$ cat src/pmwu_pkg.sv
// ----------------------------------------------------------------------------
// pmwu_pkg
// shared constants, types and the numeric digit table for the pocsag
// message word unpacker
// ----------------------------------------------------------------------------
package pmwu_pkg;

  // data bits carried by one codeword (8..32)
  localparam int DATA_BITS = 20;
  localparam int CHAR_BITS = 7;
  localparam int NIBBLE_BITS = 4;
  localparam int DIGITS = DATA_BITS / NIBBLE_BITS;

  // remaining-bit counter must hold DATA_BITS itself
  localparam int REM_W = $clog2(DATA_BITS + 1);
  localparam int DIG_W = (DIGITS > 1) ? $clog2(DIGITS) : 1;
  localparam int CNT_W = $clog2(CHAR_BITS);

  // codeword kinds
  localparam logic [1:0] MODE_ADDRESS = 2'd0;
  localparam logic [1:0] MODE_IDLE    = 2'd1;
  localparam logic [1:0] MODE_MESSAGE = 2'd2;

  // symbol kinds
  localparam logic KIND_ALPHA = 1'b0;
  localparam logic KIND_DIGIT = 1'b1;

  // queue status between the front and the back
  typedef struct packed {
    logic empty;
    logic full;
  } q_stat_t;

  // numeric paging digit table: 0-9 * U space - ) (
  function automatic logic [CHAR_BITS-1:0] digit_char(input logic [NIBBLE_BITS-1:0] nib);
    logic [CHAR_BITS-1:0] c;
    unique case (nib)
      4'hA:    c = 7'h2A;  // '*'
      4'hB:    c = 7'h55;  // 'U'
      4'hC:    c = 7'h20;  // space
      4'hD:    c = 7'h2D;  // '-'
      4'hE:    c = 7'h29;  // ')'
      4'hF:    c = 7'h28;  // '('
      default: c = 7'h30 | {3'b000, nib};  // '0'..'9'
    endcase
    return c;
  endfunction

endpackage

$ cat src/pmwu_if.sv
// ----------------------------------------------------------------------------
// pmwu_if
// valid/ready channels: codewords in, symbols out
// ----------------------------------------------------------------------------
interface pmwu_code_if;
  logic                           valid;
  logic                           ready;
  logic [1:0]                     mode;
  logic [pmwu_pkg::DATA_BITS-1:0] payload;

  modport source (output valid, output mode, output payload, input ready);
  modport sink   (input valid, input mode, input payload, output ready);
endinterface

interface pmwu_sym_if;
  logic                           valid;
  logic                           ready;
  logic                           symbol_kind;
  logic [pmwu_pkg::CHAR_BITS-1:0] symbol;
  logic                           last;

  modport source (output valid, output symbol_kind, output symbol, output last, input ready);
  modport sink   (input valid, input symbol_kind, input symbol, input last, output ready);
endinterface

$ cat src/pocsag_message_word_unpacker_core.sv
// ----------------------------------------------------------------------------
// pocsag_message_word_unpacker_core
// pocsag codeword unpacker: alphanumeric characters and numeric digits
// ----------------------------------------------------------------------------
// a message word's first symbol passes the queue entry, the back's word registers and the output register
// throughput: a message word gives 7 or 8 symbols, one per cycle while the output
//   is not stalled; address and idle words are accepted but never reach the queue
// the 2-entry queue lets codewords be accepted while symbols still drain
// reset (rst, synchronous): queue emptied, assembler and flags cleared
// ----------------------------------------------------------------------------
module pocsag_message_word_unpacker_core (
  input  logic         clk,
  input  logic         rst,
  pmwu_code_if.sink    code,
  pmwu_sym_if.source   sym
);

  // front to queue
  logic                           push;
  logic [pmwu_pkg::DATA_BITS-1:0] push_data;

  // queue to back
  logic                           pop;
  logic [pmwu_pkg::DATA_BITS-1:0] head;
  pmwu_pkg::q_stat_t              stat;

  // front: takes every kind of codeword while the queue is not full, queues only message words
  pmwu_front u_front (
    .clk       (clk),
    .rst       (rst),
    .code      (code),
    .stat      (stat),
    .push      (push),
    .push_data (push_data)
  );

  // decouples acceptance from symbol emission
  pmwu_queue u_queue (
    .clk       (clk),
    .rst       (rst),
    .push      (push),
    .push_data (push_data),
    .pop       (pop),
    .head      (head),
    .stat      (stat)
  );

  // back: character assembly, then digit mapping, through an output register
  pmwu_back u_back (
    .clk  (clk),
    .rst  (rst),
    .head (head),
    .stat (stat),
    .pop  (pop),
    .sym  (sym)
  );

endmodule

$ cat src/pmwu_queue.sv
// ----------------------------------------------------------------------------
// pmwu_queue
// two-entry queue of message payloads between front and back
// ----------------------------------------------------------------------------
module pmwu_queue (
  input  logic                           clk,
  input  logic                           rst,
  input  logic                           push,
  input  logic [pmwu_pkg::DATA_BITS-1:0] push_data,
  input  logic                           pop,
  output logic [pmwu_pkg::DATA_BITS-1:0] head,
  output pmwu_pkg::q_stat_t              stat
);

  logic [pmwu_pkg::DATA_BITS-1:0] mem [2];
  logic       wr_ptr;
  logic       rd_ptr;
  logic [1:0] count;

  assign stat.empty = (count == 2'd0);
  assign stat.full  = (count == 2'd2);
  assign head       = mem[rd_ptr];

  always_ff @(posedge clk) begin
    if (push) begin
      mem[wr_ptr] <= push_data;
    end
    if (rst) begin
      wr_ptr <= 1'b0;
      rd_ptr <= 1'b0;
      count  <= 2'd0;
    end else begin
      if (push) begin
        wr_ptr <= ~wr_ptr;
      end
      if (pop) begin
        rd_ptr <= ~rd_ptr;
      end
      case ({push, pop})
        2'b10:   count <= count + 2'd1;
        2'b01:   count <= count - 2'd1;
        default: count <= count;
      endcase
    end
  end

endmodule

$ cat src/pmwu_front.sv
// ----------------------------------------------------------------------------
// pmwu_front
// accepts codewords, tracks address/data flags, queues message payloads
// ----------------------------------------------------------------------------
module pmwu_front (
  input  logic                           clk,
  input  logic                           rst,
  pmwu_code_if.sink                      code,
  input  pmwu_pkg::q_stat_t              stat,
  output logic                           push,
  output logic [pmwu_pkg::DATA_BITS-1:0] push_data
);

  logic address_valid;
  logic data_seen;
  logic accept;
  logic is_msg;

  assign code.ready = ~stat.full;
  assign accept     = code.valid & code.ready;
  assign is_msg     = (code.mode == pmwu_pkg::MODE_MESSAGE);
  assign push       = accept & is_msg;
  assign push_data  = code.payload;

  always_ff @(posedge clk) begin
    if (rst) begin
      address_valid <= 1'b0;
      data_seen     <= 1'b0;
    end else if (accept) begin
      unique case (code.mode)
        pmwu_pkg::MODE_ADDRESS: begin
          address_valid <= 1'b1;
        end
        pmwu_pkg::MODE_MESSAGE: begin
          address_valid <= 1'b1;
          data_seen     <= 1'b1;
        end
        default: begin
          // idle word and the unused code change nothing
        end
      endcase
    end
  end

  a_data_implies_addr: assert property (@(posedge clk) disable iff (rst)
    data_seen |-> address_valid)
    else $error("data flag set without address_valid");

  a_msg_sets_data: assert property (@(posedge clk) disable iff (rst)
    push |=> data_seen)
    else $error("message word did not set the data flag");

endmodule

$ cat src/pmwu_back.sv
// ----------------------------------------------------------------------------
// pmwu_back
// unpacks one queued message word: characters, then numeric digits,
// one symbol per cycle while the output is not stalled, into the output register
// ----------------------------------------------------------------------------
module pmwu_back (
  input  logic                           clk,
  input  logic                           rst,
  input  logic [pmwu_pkg::DATA_BITS-1:0] head,
  input  pmwu_pkg::q_stat_t              stat,
  output logic                           pop,
  pmwu_sym_if.source                     sym
);

  localparam int DB = pmwu_pkg::DATA_BITS;
  localparam int CB = pmwu_pkg::CHAR_BITS;
  localparam int NB = pmwu_pkg::NIBBLE_BITS;

  logic                         busy;
  logic                         in_digits;
  logic [DB-1:0]                bits;
  logic [DB-1:0]                nibs;
  logic [pmwu_pkg::REM_W-1:0]   rem;
  logic [pmwu_pkg::DIG_W-1:0]   dcnt;
  logic [CB-1:0]                char_shift;
  logic [pmwu_pkg::CNT_W-1:0]   char_cnt;

  logic                         step;
  logic                         emit_char;
  logic                         step_last;
  logic [pmwu_pkg::CNT_W-1:0]   need;
  logic [pmwu_pkg::CNT_W-1:0]   tail_n;
  logic [CB-1:0]                window;
  logic [CB-1:0]                full_char;
  logic [CB-1:0]                tail_char;

  // next bits in arrival order: window[j] is the j-th bit still to come
  always_comb begin
    for (int j = 0; j < CB; j++) begin
      window[j] = bits[DB-1-j];
    end
  end

  assign need      = pmwu_pkg::CNT_W'(CB) - char_cnt;
  assign tail_n    = rem[pmwu_pkg::CNT_W-1:0];
  assign emit_char = ~in_digits & (rem >= pmwu_pkg::REM_W'(need));
  // old bits slide down, new bits land above them
  assign full_char = (char_shift >> need) | CB'(window << char_cnt);
  assign tail_char = (char_shift >> tail_n) | CB'(window << (pmwu_pkg::CNT_W'(CB) - tail_n));
  assign step_last = ~emit_char & (dcnt == pmwu_pkg::DIG_W'(pmwu_pkg::DIGITS - 1));
  assign step      = busy & (~sym.valid | sym.ready);
  assign pop       = ~stat.empty & (~busy | (step & step_last));

  always_ff @(posedge clk) begin
    if (step) begin
      if (emit_char) begin
        sym.symbol_kind <= pmwu_pkg::KIND_ALPHA;
        sym.symbol      <= full_char;
        sym.last        <= 1'b0;
      end else begin
        sym.symbol_kind <= pmwu_pkg::KIND_DIGIT;
        sym.symbol      <= pmwu_pkg::digit_char(nibs[DB-1 -: NB]);
        sym.last        <= step_last;
      end
    end
    if (pop) begin
      bits      <= head;
      nibs      <= head;
      rem       <= pmwu_pkg::REM_W'(DB);
      dcnt      <= '0;
      in_digits <= 1'b0;
    end else if (step) begin
      if (emit_char) begin
        bits <= bits << need;
        rem  <= rem - pmwu_pkg::REM_W'(need);
      end else begin
        nibs      <= nibs << NB;
        dcnt      <= dcnt + pmwu_pkg::DIG_W'(1);
        in_digits <= 1'b1;
        rem       <= '0;
      end
    end
    if (rst) begin
      busy       <= 1'b0;
      sym.valid  <= 1'b0;
      char_shift <= '0;
      char_cnt   <= '0;
    end else begin
      if (step) begin
        sym.valid <= 1'b1;
      end else if (sym.ready) begin
        sym.valid <= 1'b0;
      end
      if (step && emit_char) begin
        char_shift <= '0;
        char_cnt   <= '0;
      end else if (step && !in_digits) begin
        // leftover bits stay in the assembler for the next word
        char_shift <= tail_char;
        char_cnt   <= char_cnt + tail_n;
      end
      if (pop) begin
        busy <= 1'b1;
      end else if (step && step_last) begin
        busy <= 1'b0;
      end
    end
  end

  a_cnt_range: assert property (@(posedge clk) disable iff (rst)
    char_cnt < pmwu_pkg::CNT_W'(CB))
    else $error("character assembler overfilled");

  a_pop_free: assert property (@(posedge clk) disable iff (rst)
    pop |-> (!busy || (step && step_last)))
    else $error("new word loaded over a word in progress");

  a_tail_short: assert property (@(posedge clk) disable iff (rst)
    (step && !emit_char && !in_digits) |-> (rem < pmwu_pkg::REM_W'(need)))
    else $error("leftover bits would complete a character");

  a_last_ends: assert property (@(posedge clk) disable iff (rst)
    (step && step_last && !pop) |=> !busy)
    else $error("back still busy after final symbol");

endmodule
$ cat src/flat_wrapper.sv
// flat-port wrapper written by rule: the top's interface ports become plain ports
module pocsag_message_word_unpacker_core_flat 
  (clk, rst, code_valid, code_mode, code_payload, code_ready, sym_valid, sym_symbol_kind, sym_symbol, sym_last, sym_ready);
  pmwu_code_if code_i ();
  pmwu_sym_if sym_i ();
  input  logic clk;
  input  logic rst;
  input wire logic [$bits(code_i.valid)-1:0] code_valid;
  input wire logic [$bits(code_i.mode)-1:0] code_mode;
  input wire logic [$bits(code_i.payload)-1:0] code_payload;
  output wire logic [$bits(code_i.ready)-1:0] code_ready;
  output wire logic [$bits(sym_i.valid)-1:0] sym_valid;
  output wire logic [$bits(sym_i.symbol_kind)-1:0] sym_symbol_kind;
  output wire logic [$bits(sym_i.symbol)-1:0] sym_symbol;
  output wire logic [$bits(sym_i.last)-1:0] sym_last;
  input wire logic [$bits(sym_i.ready)-1:0] sym_ready;
  assign code_i.valid = code_valid;
  assign code_i.mode = code_mode;
  assign code_i.payload = code_payload;
  assign code_ready = code_i.ready;
  assign sym_valid = sym_i.valid;
  assign sym_symbol_kind = sym_i.symbol_kind;
  assign sym_symbol = sym_i.symbol;
  assign sym_last = sym_i.last;
  assign sym_i.ready = sym_ready;
  pocsag_message_word_unpacker_core u_core (.clk(clk), .rst(rst), .code(code_i), .sym(sym_i));
endmodule
$ cat config.mk
export PLATFORM = sky130hd
export DESIGN_NAME = pocsag_message_word_unpacker_core_flat
export DESIGN_NICKNAME = d
export VERILOG_FILES = /design/src/pmwu_pkg.sv /design/src/pmwu_if.sv /design/src/pocsag_message_word_unpacker_core.sv /design/src/pmwu_queue.sv /design/src/pmwu_front.sv /design/src/pmwu_back.sv /design/src/flat_wrapper.sv
export SDC_FILE = /design/constraint.sdc
export NUM_CORES = 1
export LEC_CHECK = 0
export ABC_AREA = 1
export BUFFER_PORTS_ARGS = -buffer_cell sky130_fd_sc_hd__buf_2
export CAP_MARGIN = 20
export CELL_PAD_IN_SITES_DETAIL_PLACEMENT = 1
export CELL_PAD_IN_SITES_GLOBAL_PLACEMENT = 1
export CORE_ASPECT_RATIO = 1.75
export CORE_UTILIZATION = 46
export DETAILED_ROUTE_END_ITERATION = 16
export GPL_TIMING_DRIVEN = 0
export PLACE_DENSITY_LB_ADDON = 0.05
export SLEW_MARGIN = 20
export SYNTH_ARGS = -nofsm -noshare
export SYNTH_HDL_FRONTEND = slang
export SYNTH_SLANG_ARGS = --single-unit
$ cat constraint.sdc
create_clock -name clk -period 4.1 [get_ports clk]
set_input_delay 0.205 -clock clk [delete_from_list [all_inputs] [get_ports clk]]
set_output_delay 0.205 -clock clk [all_outputs]
set_load 0.01 [all_outputs]
**Word-level counts from Yosys, hierarchy flattened**

Memories as Yosys holds them, arrays and structs flattened. A register that Yosys moved wholly into a read port is not among the register bits.
Cells that the tools add are included.

- Word-level logic and storage cells: 93
- RAM bits: 40
- Input bits: 26
- Latch bits: 0
- Memories kept: 1
- Output and inout bits: 11
- Flip-flop bits (word level): 74
- Memory bits (read-only): 0

- Shifts and indexed selects: 5
- Bitwise gates (word level): 19
- Equality and inequality tests: 12
- Add/sub/neg operators: 7
- Reduce and logical (&&, ||, !) cells: 14
- Order comparisons: 1
- Divide/modulo/power cells: 0
- Multipliers: 0
- Mux-type cells: 19

Memories:

| name | depth | bits a word | rd ports | clocked after Yosys merged registers in | write ports | RTL line | text |
|---|---|---|---|---|---|---|---|
| u_core.u_queue.mem | 2 | 20 | 1 | 1 | 1 | pmwu_queue.sv:15 | `logic [pmwu_pkg::DATA_BITS-1:0] mem [2];` |

Operators with widths:

| cell | number |
|---|---|
| 20-bit 2-to-1 mux | 6 |
| 7-bit one-hot mux with 6 select lines | 1 |
| 4-bit equality test (second input constant) | 6 |
| 20-bit by 3-bit << shifter with 20-bit output | 1 |
| 7-bit OR | 2 |
| 7-bit by 3-bit << shifter with 7-bit output | 2 |
| 7-bit by 3-bit >> shifter with 7-bit output | 2 |
| 2-bit nonzero test | 5 |
| 1-bit 2-to-1 mux | 9 |
| 1-bit NOT | 8 |
| 1-bit bitwise AND | 7 |
| 7-bit 2-to-1 mux | 1 |
| 2-bit equality test (second input constant) | 3 |
| 2-bit AND reduction | 3 |
| 3-bit subtractor (first input constant) | 2 |
| 5-bit by 3-bit >= comparator with 1-bit output | 1 |
| 5-bit 2-to-1 mux | 1 |
| 5-bit by 3-bit subtractor with 5-bit output | 1 |
| 2-bit one-hot mux with 2 select lines | 1 |
| 3-bit by 1-bit adder with 3-bit output (second input constant) | 1 |
| 3-bit adder | 1 |
| 3-bit equality test (second input constant) | 1 |
| 1-bit logical AND | 3 |
| 2-bit by 1-bit adder with 2-bit output (second input constant) | 1 |
| other kinds (7) | 8 |

**Depth between registers and ports, before layout**

Gate-level depths: netlist of the first run.

- Depth after elaboration: 10
- Gate-level depth with buffers: 18
- Gate-level depth less buffers: 15

**Hierarchy**

A second synthesis of the first run with hierarchy kept.

- Cell total of the unflattened synthesis: 685
- Area total of the unflattened synthesis: 6,214.7 µm²

By module, submodules not included:

| module | seq. area each (µm²) | area an instance (µm²) | instances | cells an instance |
|---|---|---|---|---|
| pmwu_back | 1,891.8 | 4,291.6 | 1 | 565 |
| pmwu_queue | 1,301.2 | 1,749.2 | 1 | 95 |
| pmwu_front | 0.0 | 173.9 | 1 | 25 |

**Least setup slack after synthesis of the first run**

OpenSTA, ideal clock, no wires.

- Path type: flip-flop to flip-flop
- Start: register u_core.u_back.rem[0] in the netlist's numbering
- End: register u_core.u_back.bits[0], enable pin
- Arrival: 2.774 ns
- Period minus slack after synthesis: 3.177 ns
- Data required time: 3.696 ns
- Stages on the path, launching flop included: 14
- Setup slack: 0.923 ns
- Path buffers: 2
- Setup time: 0.404 ns
- Cells stage by stage: dfxtp_1 > buf_2 > clkinv_1 > ha_1 > nand3_1 > nand2_1 > inv_1 > nand2_1 > nand2_2 > nand3_2 > nand2_2 > nand2_4 > buf_6 > a21oi_1

- Cells in the longest elaborated chain, start to end: 9
- Elaborated cells between the ends (all ways): 10
- Classes of those cells: order compare (1); bitwise (6); reduce/logical (3)

RTL lines:

| item | RTL line | text |
|---|---|---|
| from (decl) | pmwu_back.sv:23 | `logic [pmwu_pkg::REM_W-1:0] rem;` |
| from (signal assigned) | pmwu_back.sv:69 | `rem <= pmwu_pkg::REM_W'(DB);` |
| from (signal assigned) | pmwu_back.sv:75 | `rem <= rem - pmwu_pkg::REM_W'(need);` |
| 5-bit by 3-bit >= comparator with 1-bit output * | pmwu_back.sv:46 | `assign emit_char = ~in_digits & (rem >= pmwu_pkg::REM_W'(need));` |
| 1-bit bitwise AND * | pmwu_back.sv:46 |  |
| 1-bit NOT (no line) | n/a |  |
| 1-bit bitwise AND | pmwu_back.sv:50 | `assign step_last = ~emit_char & (dcnt == pmwu_pkg::DIG_W'(pmwu_pkg::DIGITS - 1));` |
| 1-bit bitwise AND | pmwu_back.sv:52 | `assign pop = ~stat.empty & (~busy \| (step & step_last));` |
| 1-bit OR | pmwu_back.sv:52 |  |
| 1-bit bitwise AND | pmwu_back.sv:52 |  |
| 2-bit nonzero test (no line) | n/a |  |
| 2-bit AND reduction (no line) * | n/a |  |
| to (signal assigned) | pmwu_back.sv:74 | `bits <= bits << need;` |
| to (decl) | pmwu_back.sv:21 | `logic [DB-1:0] bits;` |

Mark *: on every way between the ends. The rest lies on a longest branch, timed or not.
A chain may end at the register's enable or synchronous reset.

**Worst setup path after layout of the first run**

- Start: register u_core.u_back.rem[0] in the netlist's numbering
- End: register u_core.u_back.nibs[17], enable pin

- Cells in the longest elaborated chain, start to end: 9
- Elaborated cells between the ends (all ways): 10
- Classes of those cells: order compare (1); eq/ne (1); bitwise (6); reduce/logical (2)

RTL lines:

| item | RTL line | text |
|---|---|---|
| 5-bit by 3-bit >= comparator with 1-bit output * | pmwu_back.sv:46 |  |
| 1-bit bitwise AND * | pmwu_back.sv:46 |  |
| 1-bit NOT (no line) | n/a |  |
| 1-bit bitwise AND | pmwu_back.sv:50 |  |
| 1-bit bitwise AND | pmwu_back.sv:52 |  |
| 1-bit OR | pmwu_back.sv:52 |  |
| 1-bit bitwise AND | pmwu_back.sv:52 |  |
| 2-bit by 1-bit != test with 1-bit output (no line) / 2-bit nonzero test (equally long branches) | n/a |  |
| 2-bit AND reduction (no line) * | n/a |  |
| to (signal assigned) | pmwu_back.sv:77 | `nibs <= nibs << NB;` |
| to (decl) | pmwu_back.sv:22 | `logic [DB-1:0] nibs;` |

Marked as above.

==> results of run 1 <==
==> Yosys cell counts, types with 2 or more instances <==
library cell / instances / area (sq um)
a21oi_1: 36 / 180
o21ai_0: 76 / 380
o22ai_1: 2 / 12.5
nor2_1: 50 / 188
o211ai_1: 7 / 52.6
nand2_1: 277 / 1040
fa_1: 2 / 40.0
buf_6: 6 / 67.6
inv_1: 52 / 195
buf_4: 2 / 15.0
or2_2: 3 / 18.8
nand2_2: 2 / 12.5
xor2_1: 3 / 26.3
dfxtp_1: 26 / 521
buf_2: 10 / 50.1
a31oi_1: 6 / 37.5
nor3_1: 2 / 10.0
clkbuf_1: 17 / 63.8
nand3_1: 24 / 120
clkinv_1: 2 / 7.51
edfxtp_1: 89 / 2670
ha_1: 7 / 87.6
==> flip-flops by register name (all words and copies together) (netlist names), named ones only <==
name and cells:
u_core.u_back.bits 20, u_core.u_back.busy 1, u_core.u_back.char_cnt 3, u_core.u_back.char_shift 7
u_core.u_back.dcnt 3, u_core.u_back.in_digits 1, u_core.u_back.nibs 20, u_core.u_back.rem 5
u_core.u_back.sym.last 1, u_core.u_back.sym.symbol 7, u_core.u_back.sym.symbol_kind 1, u_core.u_back.sym.valid 1
u_core.u_queue.count 2, u_core.u_queue.mem 40, u_core.u_queue.rd_ptr 1, u_core.u_queue.wr_ptr 1
==> routing by layer <==
layer | vias to the layer above | part of all wire
met2 | 113 | 0.57
met4 | 0 | 0.055
li1 | 2516 | -
met5 | - | 0
met1 | 2429 | 0.35
met3 | 51 | 0.020
==> layout make-up <==
class / count / share of cell area
sequential: 115 / 0.444
buffer: 36 / 0.0279
tap: 168 / 0.0293
inverter: 55 / 0.0287
multi-input combinational: 507 / 0.321
clock inverter: 14 / 0.0280
clock buffer: 18 / 0.0597
timing repair buffer: 61 / 0.0606
==> power groups by stage <==
stage | Clock [mW] | Combinational (mW) | Sequential (mW)
global route | 1.66 | 2.77 | 2.10
global placement | 0 | 2.29 | 2.08
detailed placement | 0 | 2.44 | 2.09
finish | 1.60 | 2.48 | 2.07
floorplan | 0 | 1.64 | 2.03
CTS | 1.61 | 2.48 | 2.07
==> worst min-delay path, stage by stage <==
cell and delay [ps]:
buf_2 80, inv_1 30, nand2_1 60, a21oi_1 60
==> logic make-up (layout without fill, tap and decap cells) <==
logic type	Yosys count	count (layout)
flops	115	115
compound gates	132	132
buf+inv	91	184
simple gates	362	362
fa+ha+maj	9	9
xor+xnor	4	4
==> metrics by stage <==
stage	hold slack (ps)	setup WS (ps)
floorplan	274	923
global placement	392	-77.6
detailed placement	396	809
CTS	60.0	802
global route	78.2	576
finish	68.9	800
==> worst max-delay path by stage <==
stage                         startpoint                      to  slack [ps]  cells after the start
floorplan           u_core.u_back.rem[0]   u_core.u_back.bits[0]         920                     13
global placement    u_core.u_back.rem[0]  u_core.u_back.nibs[17]         -80                     11
detailed placement  u_core.u_back.rem[0]  u_core.u_back.nibs[19]         810                     12
CTS                 u_core.u_back.rem[0]  u_core.u_back.nibs[17]         800                     12
global route        u_core.u_back.rem[0]  u_core.u_back.nibs[17]         580                     12
finish              u_core.u_back.rem[0]  u_core.u_back.nibs[17]         800                     12
==> impl_metrics.json, run 1 <==
{
  "leakagePower_nw": 3.08,
  "cp-end-kind": "flop",
  "reg2reg_to": "u_core.u_back.nibs[17]",
  "synthMuxAreaShare": 0,
  "cap_violations": 0,
  "r2r-start": "u_core.u_back.rem[0]",
  "grt_pass1_vias": 5605,
  "arrival_ps": 3420,
  "place_congestion": 0.934,
  "num_antenna_cells": 0,
  "htreeDepth": 4,
  "synth_cells": 713,
  "route.detailed.drc": 0,
  "clk_latency_ps": 420,
  "period_needed_ps": 3300,
  "fmax_mhz": 303,
  "cp_top_family": "buffers and inverters",
  "p_switching_mw": 2.50,
  "fin_area_sq_mm": 0.00718,
  "fin_setup_tns_ps": 0,
  "hp-start": "sym_ready",
  "yosys.cell_types.count": 34,
  "most-common-layout-cells": "nand2_1 (277), edfxtp_1 (89), o21ai_0 (76)",
  "finalSetupViolations": 0,
  "gr-usage-all-layers": 0.280,
  "cts.repair.resized": 0,
  "r2r_slack_ps": 800,
  "worstHoldPathCells": 4,
  "final_util": 0.575,
  "layout_commonest_cell": "nand2_1",
  "regArea_sq_mm": 0.00319,
  "placed_area_sq_mm": 0.00634,
  "drt_wl_total_um": 17400,
  "synth_xor_area_frac": 0.00594,
  "crit_fanout": 14,
  "grt-busiest-layer": "met2",
  "drtPass1Iterations": 4,
  "cpPeakStageDelay_ps": 460,
  "synth_fp_nets": 748,
  "drtIter0Drc": 208,
  "maxSlewViolCount": 0,
  "final_cells": 974,
  "met1_usage": 0.256,
  "ys_ff_latch": 115,
  "die_y_um": 152,
  "clk_pin_slew_worst_paths_ps": 60,
  "swShare": 0.407,
  "seq_power_share": 0.337,
  "ys_async_sr_fraction": 0,
  "required_ps": 4220,
  "p_clk_frac": 0.260,
  "min_path_type": "primary input to flop",
  "grt_use_met2": 0.555,
  "drive_gt1_frac": 0.128,
  "std_cell_rows": 54,
  "hold_viol": 0,
  "synthAdderAreaFrac": 0.0216,
  "ir_drop_mv": 0.372,
  "numClockSinks": 115,
  "maxSlewHeadroom": 0.565,
  "p_per_area_mw_per_mm2": 855,
  "core_sq_mm": 0.0125,
  "p_comb_frac": 0.403,
  "die_w_um": 87.6,
  "power.total_mw": 6.14,
  "internal_power_mw": 3.64,
  "holdPathEnd": "u_core.u_back.sym.valid",
  "post-route-period-util": 0.805,
  "cts_hold_buf": 21,
  "hpwl_um": 12700,
  "grt_first_pass_wirelength_um": 27200,
  "synth-edff-count": 89,
  "avgSynthCellArea_sq_um": 8.27,
  "multi_input_area_sq_mm": 0.00231,
  "numCtsBuffers": 17,
  "final_nets": 828,
  "worst_path_max_delay_cell": "a21oi_2",
  "syn_area_sq_mm": 0.00590,
  "r2r_cells": 12,
  "syn_to_final_growth_pct": 21.9,
  "antenna_found_initial": 0,
  "worstSetupPathType": "flop to flop",
  "cts_setup_buffers": 0,
  "synth_compound_area_frac": 0.121,
  "vias": 5109,
  "outcome": "completed",
  "dieArea_sq_mm": 0.0133,
  "clock_skew_ps": 17.4,
  "synthSimpleGateAreaFrac": 0.241,
  "clk_path_buf_depth": 2,
  "synth_top_family_by_area": "simple AND/OR/NAND/NOR gates",
  "clock-root-buffer": "clkbuf_16",
  "initial_core_util": 0.472,
  "crit_chain": "buf_2 > clkinv_1 > ha_1 > nand3_1 > nand2_1 > inv_1 > nand2_1 > nand2_2 > buf_2 > inv_1 > a21oi_2 > buf_6",
  "routedWlPerCell_um": 17.9,
  "numPortBuffers": 36,
  "start_kind": "flop",
  "critPathBufInv": 6,
  "rsz0062_at_grt": "false",
  "avgViaCountPerCell": 5.25,
  "synth_flop_cell": "edfxtp_1",
  "fill_cells": 1477,
  "antenna_left": 0,
  "met3_usage": 0.0428,
  "yosys_warnings": 0,
  "cts_tree": "yes",
  "dp.cells": 921,
  "io_pins": 37,
  "tightest_slew_ps": 649,
  "grt_max_degree": 17,
  "seq_area_frac_synth": 0.542,
  "grt_overflow_total": 0
}
Note: power is estimated with default switching activity, not from simulation.
==> inputs of run 2 (changes only) <==
--- a/config.mk
+++ b/config.mk
@@ -5,7 +5,7 @@
 export SDC_FILE = /design/constraint.sdc
 export NUM_CORES = 1
 export LEC_CHECK = 0
-export ABC_AREA = 1
+export ABC_AREA = 0
 export BUFFER_PORTS_ARGS = -buffer_cell sky130_fd_sc_hd__buf_2
 export CAP_MARGIN = 20
 export CELL_PAD_IN_SITES_DETAIL_PLACEMENT = 1
==> constraint.sdc (replaced) <==
create_clock -name clk -period 2.9 [get_ports clk]
set_input_delay 0.145 -clock clk [delete_from_list [all_inputs] [get_ports clk]]
set_output_delay 0.145 -clock clk [all_outputs]
set_load 0.01 [all_outputs]
==> run 2 against run 1 <==
Effect of this change:
- synthesized cell count down 37%
- final area up 3.3%
- sequential power up 47%
- worst hold slack worse by 20 ps
- routed wire length down 14%
- die area up 1.2%
- via count down 23%
- count of clock-buffer cells in the layout down 1
- area after synthesis up 1.2%
- utilization up 1.6 points
- critical endpoint is now u_core.u_queue.count[1]
==> impl_metrics.json, run 2 <==
{
  "cp-end-kind": "flop",
  "regMostFlops": "u_core.u_queue.mem",
  "period_needed_ps": 2760,
  "drt_wl_total_um": 15000,
  "cpPeakStageDelay_ps": 360,
  "cts_tree": "yes",
  "required_ps": 3250,
  "final_cells": 718,
  "synthAdderAreaFrac": 0.0214,
  "dieArea_sq_mm": 0.0134,
  "synth_area_leaders": "edfxtp_1 (45%), mux2i_1 (22%), dfxtp_1 (8.7%)",
  "drtPass1Iterations": 4,
  "crit_top_cell": "a31oi_4",
  "reg2reg_to": "u_core.u_queue.count[1]",
  "synth_xor_area_frac": 0.00881,
  "r2r_slack_ps": 140,
  "synth_common_cells": "mux2i_1 (129), edfxtp_1 (89), nor2_1 (28)",
  "yosysMostFrequentCell": "mux2i_1",
  "synth_top_cell_area_share": 0.448,
  "min_path_type": "primary input to flop",
  "htreeDepth": 4,
  "largest_reg_flops": 40,
  "rsz0062_at_grt": "false",
  "maxSlewViolCount": 0,
  "place_congestion": 0.828,
  "r2r_cells": 12,
  "syn_to_final_growth_pct": 24.4,
  "grt_first_pass_wirelength_um": 23400,
  "vias": 3957,
  "ys_async_sr_fraction": 0,
  "synth_compound_area_frac": 0.0600,
  "worst_path_max_delay_cell": "or3_1",
  "seq_area_frac_synth": 0.535,
  "avgViaCountPerCell": 5.51,
  "hpwl_um": 10700,
  "num_antenna_cells": 0,
  "grt_pass1_vias": 4388,
  "numCtsBuffers": 17,
  "fin_setup_tns_ps": 0,
  "dp.cells": 657,
  "tightest_slew_ps": 856,
  "worstSetupPathType": "flop to flop",
  "clk_latency_ps": 420,
  "critPathLaunch": "u_core.u_back.rem[0]",
  "drive_gt1_frac": 0.227,
  "die_w_um": 88.1,
  "synthSimpleGateAreaFrac": 0.0554,
  "clock_skew_ps": 8.82,
  "synth_flop_cell": "edfxtp_1",
  "routedWlPerCell_um": 20.8,
  "synth-edff-count": 89,
  "std_cell_rows": 54,
  "die_y_um": 153,
  "yosys.cell_types.count": 45,
  "initial_core_util": 0.475,
  "clk_path_buf_depth": 2,
  "layout_commonest_cell": "mux2i_1",
  "grt_overflow_total": 0,
  "synthMuxAreaShare": 0.273,
  "clk_pin_slew_worst_paths_ps": 60,
  "io_pins": 37,
  "fmax_mhz": 362,
  "synth_fp_nets": 487,
  "arrival_ps": 3110,
  "fill_cells": 1276,
  "hp-start": "sym_ready",
  "avgSynthCellArea_sq_um": 13.2,
  "clock-root-buffer": "clkbuf_16",
  "r2r-start": "u_core.u_back.rem[0]",
  "ir_drop_mv": 0.652,
  "leakagePower_nw": 2.79,
  "synth_cells": 452,
  "antenna_found_initial": 0,
  "biggestRegsByFlops": "u_core.u_queue.mem: 40 flops, u_core.u_back.bits: 20 flops, u_core.u_back.nibs: 20 flops",
  "hold_viol": 0,
  "worstHoldPathCells": 3,
  "p_per_area_mw_per_mm2": 1290,
  "ys_ff_latch": 115,
  "post-place-ws_ps": -475,
  "antenna_left": 0,
  "cap_violations": 0,
  "crit_chain": "clkbuf_4 > clkinvlp_4 > ha_4 > a31oi_4 > a31oi_4 > inv_2 > a31oi_4 > inv_4 > buf_6 > ha_4 > or3_1 > a21oi_1",
  "gr-usage-all-layers": 0.245,
  "holdPathEnd": "u_core.u_back.sym.valid",
  "finalSetupViolations": 0,
  "drtIter0Drc": 132,
  "fin_ws_ps": 139,
  "grt_max_degree": 17,
  "numPortBuffers": 35,
  "synth_top_cell_by_area": "edfxtp_1",
  "numClockSinks": 115,
  "core_sq_mm": 0.0126,
  "start_kind": "flop",
  "outcome": "completed",
  "yosys_warnings": 0,
  "synth_top_family_by_area": "multiplexers",
  "route.detailed.drc": 0,
  "most-common-layout-cells": "mux2i_1 (129), edfxtp_1 (89), buf_2 (41)",
  "whs_ps": 48.8,
  "post-route-period-util": 0.952,
  "crit_fanout": 10,
  "final_nets": 572,
  "syn_area_sq_mm": 0.00597,
  "maxSlewHeadroom": 0.429
}
run 2: worst max-delay path by stage:
stage,cells after the start,endpoint,slack (ps)
after floorplan,14,u_core.u_queue.count[1],70
after global placement,11,u_core.u_back.bits[14],-450
after detailed placement,11,u_core.u_back.bits[10],-480
after CTS,12,u_core.u_queue.count[1],40
after global routing,12,u_core.u_queue.count[1],30
final,12,u_core.u_queue.count[1],140
run 2: power by group:
part	switching, mW	internal, mW	total, mW
Sequential	0.402	2.64	3.04
Clock	0.815	1.37	2.19
Combinational	2.48	1.85	4.34
run 2: routing by layer:
metal,GRT usage,vias to the layer above,part of all wire
met3,0.0553,31,0.024
met1,0.234,1987,0.35
li1,-,1868,-
met2,0.473,71,0.60
met4,0.108,0,0.033
met5,0,-,0
run 2: timing repair:
action	in CTS	in global routing
gates cloned	2	0
resized for setup	10	5
hold buffers	20	0
pin swaps	5	0
setup buffers	7	1
hold endpoints to repair	40	0
endpoints found under the setup margin	54	21
run 2: worst max-delay path, delay by kind of cell (launching register included):
kind	cells	cell delay, ps
fa+ha+maj	2	570
simple gates	1	360
flops	1	330
buf+inv	5	730
compound gates	4	710
run 2: layout make-up:
type | count | area (sq um) | area share
inverters | 30 | 121 | 0.0164
flip-flops and latches | 115 | 3190 | 0.430
clock inverters | 15 | 193 | 0.0260
multi-input cells | 280 | 2610 | 0.351
plain buffers | 28 | 189 | 0.0255
well taps | 168 | 210 | 0.0283
repair buffers | 65 | 483 | 0.0651
clock buffers | 17 | 425 | 0.0573
run 2: cell families after synthesis:
logic type                 count (synthesis)
DFF                                      115
buffers and inverters                     59
adders and majority gates                  9
muxes                                    145
xor gates and xnor gates                   6
AOI/OAI and AO/OA                         50
and+or+nand+nor                           68
run 2: metrics by stage:
| step | util | power, mW | area (sq um) |
|---|---|---|---|
| floorplan | - | 5.86 | 6030 |
| global placement | 0.510 | 6.83 | 6410 |
| detailed placement | 0.512 | 6.98 | 6440 |
| CTS | 0.589 | 9.62 | 7400 |
| global route | 0.591 | 10.1 | 7420 |
| finish | 0.591 | 9.56 | 7420 |
